`src/design/mffp_ram.sv`:
```
`default_nettype none
module mffp_ram #(
    parameter int WIDTH = 8,
    parameter int DEPTH = 256
) (
    input  wire logic                     clk,
    input  wire logic                     we,
    input  wire logic [$clog2(DEPTH)-1:0] waddr,
    input  wire logic [WIDTH-1:0]         wdata,
    input  wire logic [$clog2(DEPTH)-1:0] raddr,
    output logic      [WIDTH-1:0]         rdata
);
    logic [WIDTH-1:0] mem [DEPTH];

    always_ff @(posedge clk)
    begin
        if (we)
        begin
            mem[waddr] <= wdata;
        end
        rdata <= mem[raddr];
    end
endmodule
`default_nettype wire

```
`config.mk`:
```
export PLATFORM = sky130hd
export DESIGN_NAME = mffp_ram
export DESIGN_NICKNAME = d
export VERILOG_FILES = /design/src/design/mffp_ram.sv
export SDC_FILE = /design/constraint.sdc
export NUM_CORES = 2
export LEC_CHECK = 0
export ABC_AREA = 1
export BUFFER_PORTS_ARGS = -buffer_cell sky130_fd_sc_hd__buf_2
export CAP_MARGIN = 15
export CORE_ASPECT_RATIO = 0.9
export CORE_UTILIZATION = 63
export CTS_CLUSTER_DIAMETER = 40
export DETAILED_ROUTE_END_ITERATION = 12
export HOLD_SLACK_MARGIN = 0.06
export PLACE_DENSITY_LB_ADDON = 0.08
export SLEW_MARGIN = 40
export SYNTH_ARGS = -nofsm -noshare
export SYNTH_HDL_FRONTEND = slang
export SYNTH_SLANG_ARGS = --single-unit
export TNS_END_PERCENT = 20
```
`constraint.sdc`:
```
create_clock -name clk -period 2.5 [get_ports clk]
set_clock_uncertainty 0.15 [all_clocks]
set_input_delay 0.375 -clock clk [delete_from_list [all_inputs] [get_ports clk]]
set_output_delay 0.375 -clock clk [all_outputs]
set_load 0.02 [all_outputs]
```
---- After elaboration in Yosys (flattened, before gate mapping) ----
Memory sizes are Yosys's and may differ from the RTL's. A register that Yosys moved wholly into a read port is not among the register bits.
Cells that the tools add are included.
cells by class
  $add $sub $neg .......................... 0
  $mul .................................... 0
  divide/modulo/power cells ............... 0
  magnitude comparators ................... 0
  equal/unequal tests ..................... 0
  shifts and indexed selects .............. 0
  mux-type cells .......................... 2
  bitwise gates (word level) .............. 0
  reduce and logical (&&, ||, !) cells .... 0
operators with widths
  operator          count
  1-bit 2-to-1 mux  2
storage, ports and cells
  bits in registers ....................... 0
  bits in latches ......................... 0
  RAM bits ................................ 2048
  bits in read-only memories .............. 0
  input bits .............................. 26
  output and inout bits ................... 8
  logic and storage cells ................. 3
  memories ................................ 1
memory list
  name  depth  width  rd ports  clocked after memory_dff  write ports  RTL line  source
  mem   256    8      1         1                         1            13        logic [WIDTH-1:0] mem [DEPTH];

---- Logic depth before layout (Yosys ltp) ----
  depth after elaboration ................. 2
  mapped depth ............................ 15

---- Worst setup path before layout ----
OpenSTA, ideal clock, no wires.
  path kind ............................... in2reg
  start ................................... input we
  end ..................................... memory mem[162][0] (enable)
  setup time .............................. 370 ps
  arrival ................................. 1496 ps
  path slack .............................. 484 ps
  stages on the path ...................... 4
  path buffers ............................ 2
  cells stage by stage .................... clkbuf_1 -> nand3_1 -> clkbuf_1 -> nor2_1
on the way
  cells in the longest elaborated chain, start to end .. 2
ends and longest elaborated chain
  item                                    RTL line  source
  start, declared                         7         input wire logic we,
  1-bit 2-to-1 mux                        17        if (we)
  1-bit 2-to-1 mux (not written as such)  19        mem[waddr] <= wdata;
  end, declared                           13
No other way between the ends.

---- Final worst setup path ----
  start ................................... register rdata[1] (read register of mem)
  end ..................................... output rdata[1]
RTL lines
  item             RTL line  source
  start, declared  11        output logic [WIDTH-1:0] rdata
No word-level cell between the ends.

==> reports/metrics.yaml <==
cts_buffers: 215
seq_area_frac_synth_pct: 73.94
design.die.area_sq_um: 133800
regToRegSetupSlack_ns: 0.36
worstReg2RegEnd: "rdata[0]"
io_pins: 34
start_kind: "flop"
cts_tree: "yes"
globalRouteTotalUtil_pct: 34.75
finalHoldViolations: 0
crit_path_start: "rdata[1]"
grt_overflow_total: 0
core_sq_um: 131200
setup_viol: 0
ys_types: 14
crit_buf_inv: 1
grt_pass1_vias: 54500
r2r_cells: 10
vias: 57540
drt_iter0_markers: 8466
worst_pin_slew_ns: 0.8193
fillers: 8481
place_area_sq_um: 89720
reg2reg_from: "mem[251][0]"
design_area_sq_um: 97070
clk_pin_slew_worst_paths_ns: 0.06
clock_path_buffers: 3
post_cts_buffers: 0
grt_max_degree: 76
wire_per_inst_um: 24.81
die_w_um: 385.5
cp_top_family: "flip-flops"
timing.final.ws_setup_ns: 0.1590
drv_cap: 0
cp-endpoint: "rdata[1]"
synthCells: 7003
slew-limit-headroom_pct: 45.32
rows: 126
gp_congestion: 0.9193
io_buffers: 33
drive_above_1_share_pct: 13.06
netlist_area_sq_um: 83400
grt_pass1_wl_um: 343100
yosysWarnings: 0
ant_nets: 0
final_core_util_pct: 74.00
routed_wl_um: 231200
cts_root_buffer: "clkbuf_16"
max_freq_mhz: 427.2
die_h_um: 347.2
synthToLayoutAreaGrowth_pct: 16.39
status: "completed"
path_max_fanout: 1
period_minus_slack_ns: 2.341
place_ws_ns: -0.3024
irDropWorstVdd_uv: 683.6
grt_setup_unrepaired: "false"
worst_path_max_delay_cell: "dfxtp_1"
p_per_area_nw_per_um2: 776.8
worst_path_largest_cell_delay_ns: 0.70
synth_nets: 7029
antenna_found_initial: 20
leakage_nw: 35.06
drc: 0
start_util_pct: 63.58
worst_setup_path_end_kind: "primary output"
clk_latency_ns: 0.84
fin_nets: 7428
fin_crit_sh_pct: 93.64
ys_seq_elements: 2056
path_depth: 1
vias_per_cell: 6.175
hold_path.class: "input pin to flop"
crit_required_ns: 1.98
syn_area_per_cell_sq_um: 11.91
path_cells: "buf_2"
cts_sinks: 2056
dp_hpwl_um: 140100
htreeDepth: 4
setup_tns_ns: 0
drv_slew: 0
dr.pass1.iters: 8
path_class: "flop to primary output"
arrival_ns: 1.82
[repair_timing]
action                                 in CTS  in global routing
hold buffers                               11                  0
endpoints found under the hold margin     845                  0
resized for setup                           0                  0
[state kept, by name (all words and copies together) (netlist names)]
register / count
rdata: 8
mem: 2048
[cells by family (layout without fill, tap and decap cells)]
| family | after synthesis | in the layout | share of synthesized area (%) |
|---|---|---|---|
| AND/OR/NAND/NOR | 4425 | 4425 | 22.95 |
| flip-flops | 2056 | 2056 | 73.94 |
| buffers and inverters | 522 | 1102 | 3.119 |
| other | 0 | 8 | 0 |
[worst min-delay path by stage]
stage / start / endpoint / slack [ns] / cells past startpoint
2_1_floorplan: wdata[0] / mem[0][0] / 0.32 / 0
3_3_place_gp: wdata[6] / mem[9][6] / 0.59 / 1
3_5_place_dp: wdata[6] / mem[3][6] / 0.58 / 1
4_1_cts: waddr[7] / mem[184][1] / 0.11 / 6
5_1_grt: raddr[6] / rdata[5] / 0.15 / 6
6_report: waddr[7] / mem[184][1] / 0.15 / 6
[layout by cell type (no fill, tap or decap), types with 2 or more instances in the layout]
master	instances
diode_2	8
dfxtp_1	8
edfxtp_1	2048
nand3_1	2019
inv_6	13
clkbuf_8	2
nand2_2	6
clkinv_2	35
clkinv_1	34
inv_8	4
clkinv_4	8
nand2_1	2117
clkbuf_16	221
dlygate4sd3_1	11
nor2_1	283
inv_1	34
buf_12	130
bufinv_16	28
buf_2	21
clkbuf_1	39
clkinv_8	5
buf_8	11
clkinvlp_4	11
buf_4	492
[stage by stage]
step	hold slack, ns	total power, mW	instances
global route	0.1546	77.14	9313
global placement	0.5863	43.44	8902
finish	0.1465	75.40	9319
CTS	0.1112	75.48	9311
detailed placement	0.5830	43.51	8902
floorplan	0.3239	41.12	7003
[worst min-delay path, stage by stage]
cell	delay, ns
buf_2	0.12
nand2_1	0.08
nor2_1	0.06
nand2_1	0.09
nor2_1	0.06
buf_4	0.16
[Yosys cell counts]
cell,count,area [sq um]
buf_8,1,15.01
buf_2,268,1341
inv_2,2,7.510
clkbuf_1,112,420.4
buf_1,40,150.1
buf_6,16,180.2
inv_1,36,135.1
nand2_1,2123,7969
nor2_1,283,1062
dfxtp_1,8,160.2
buf_4,46,345.3
edfxtp_1,2048,61500
inv_4,1,6.260
nand3_1,2019,10100
[power breakdown]
part,internal [mW],switching [mW],leakage (nW)
clock network,19.1,13.3,3.51
logic,1.43,3.43,13.1
registers,38.0,0.0787,18.5
total,58.6,16.8,35.1
[layer usage]
layer	track usage, %	vias to the layer above	wire, um
li1	-	25700	-
met1	49.73	27720	89150
met2	51.60	3537	104100
met3	7.962	578	27430
met4	15.02	12	10430
met5	0	-	84
[layout make-up]
class                   instances  area, sq um  area share [%]
multi-input cells            4425        19150           19.73
clock buffers                 262         5704           5.877
diodes                          8        20.02         0.02062
well taps                    1728         2162           2.227
repair buffers                665         6676           6.878
inverters                      39        180.2          0.1856
flip-flops and latches       2056        61660           63.52
clock inverters               136         1514           1.560
No activity file was read; power rests on OpenSTA's default activity.
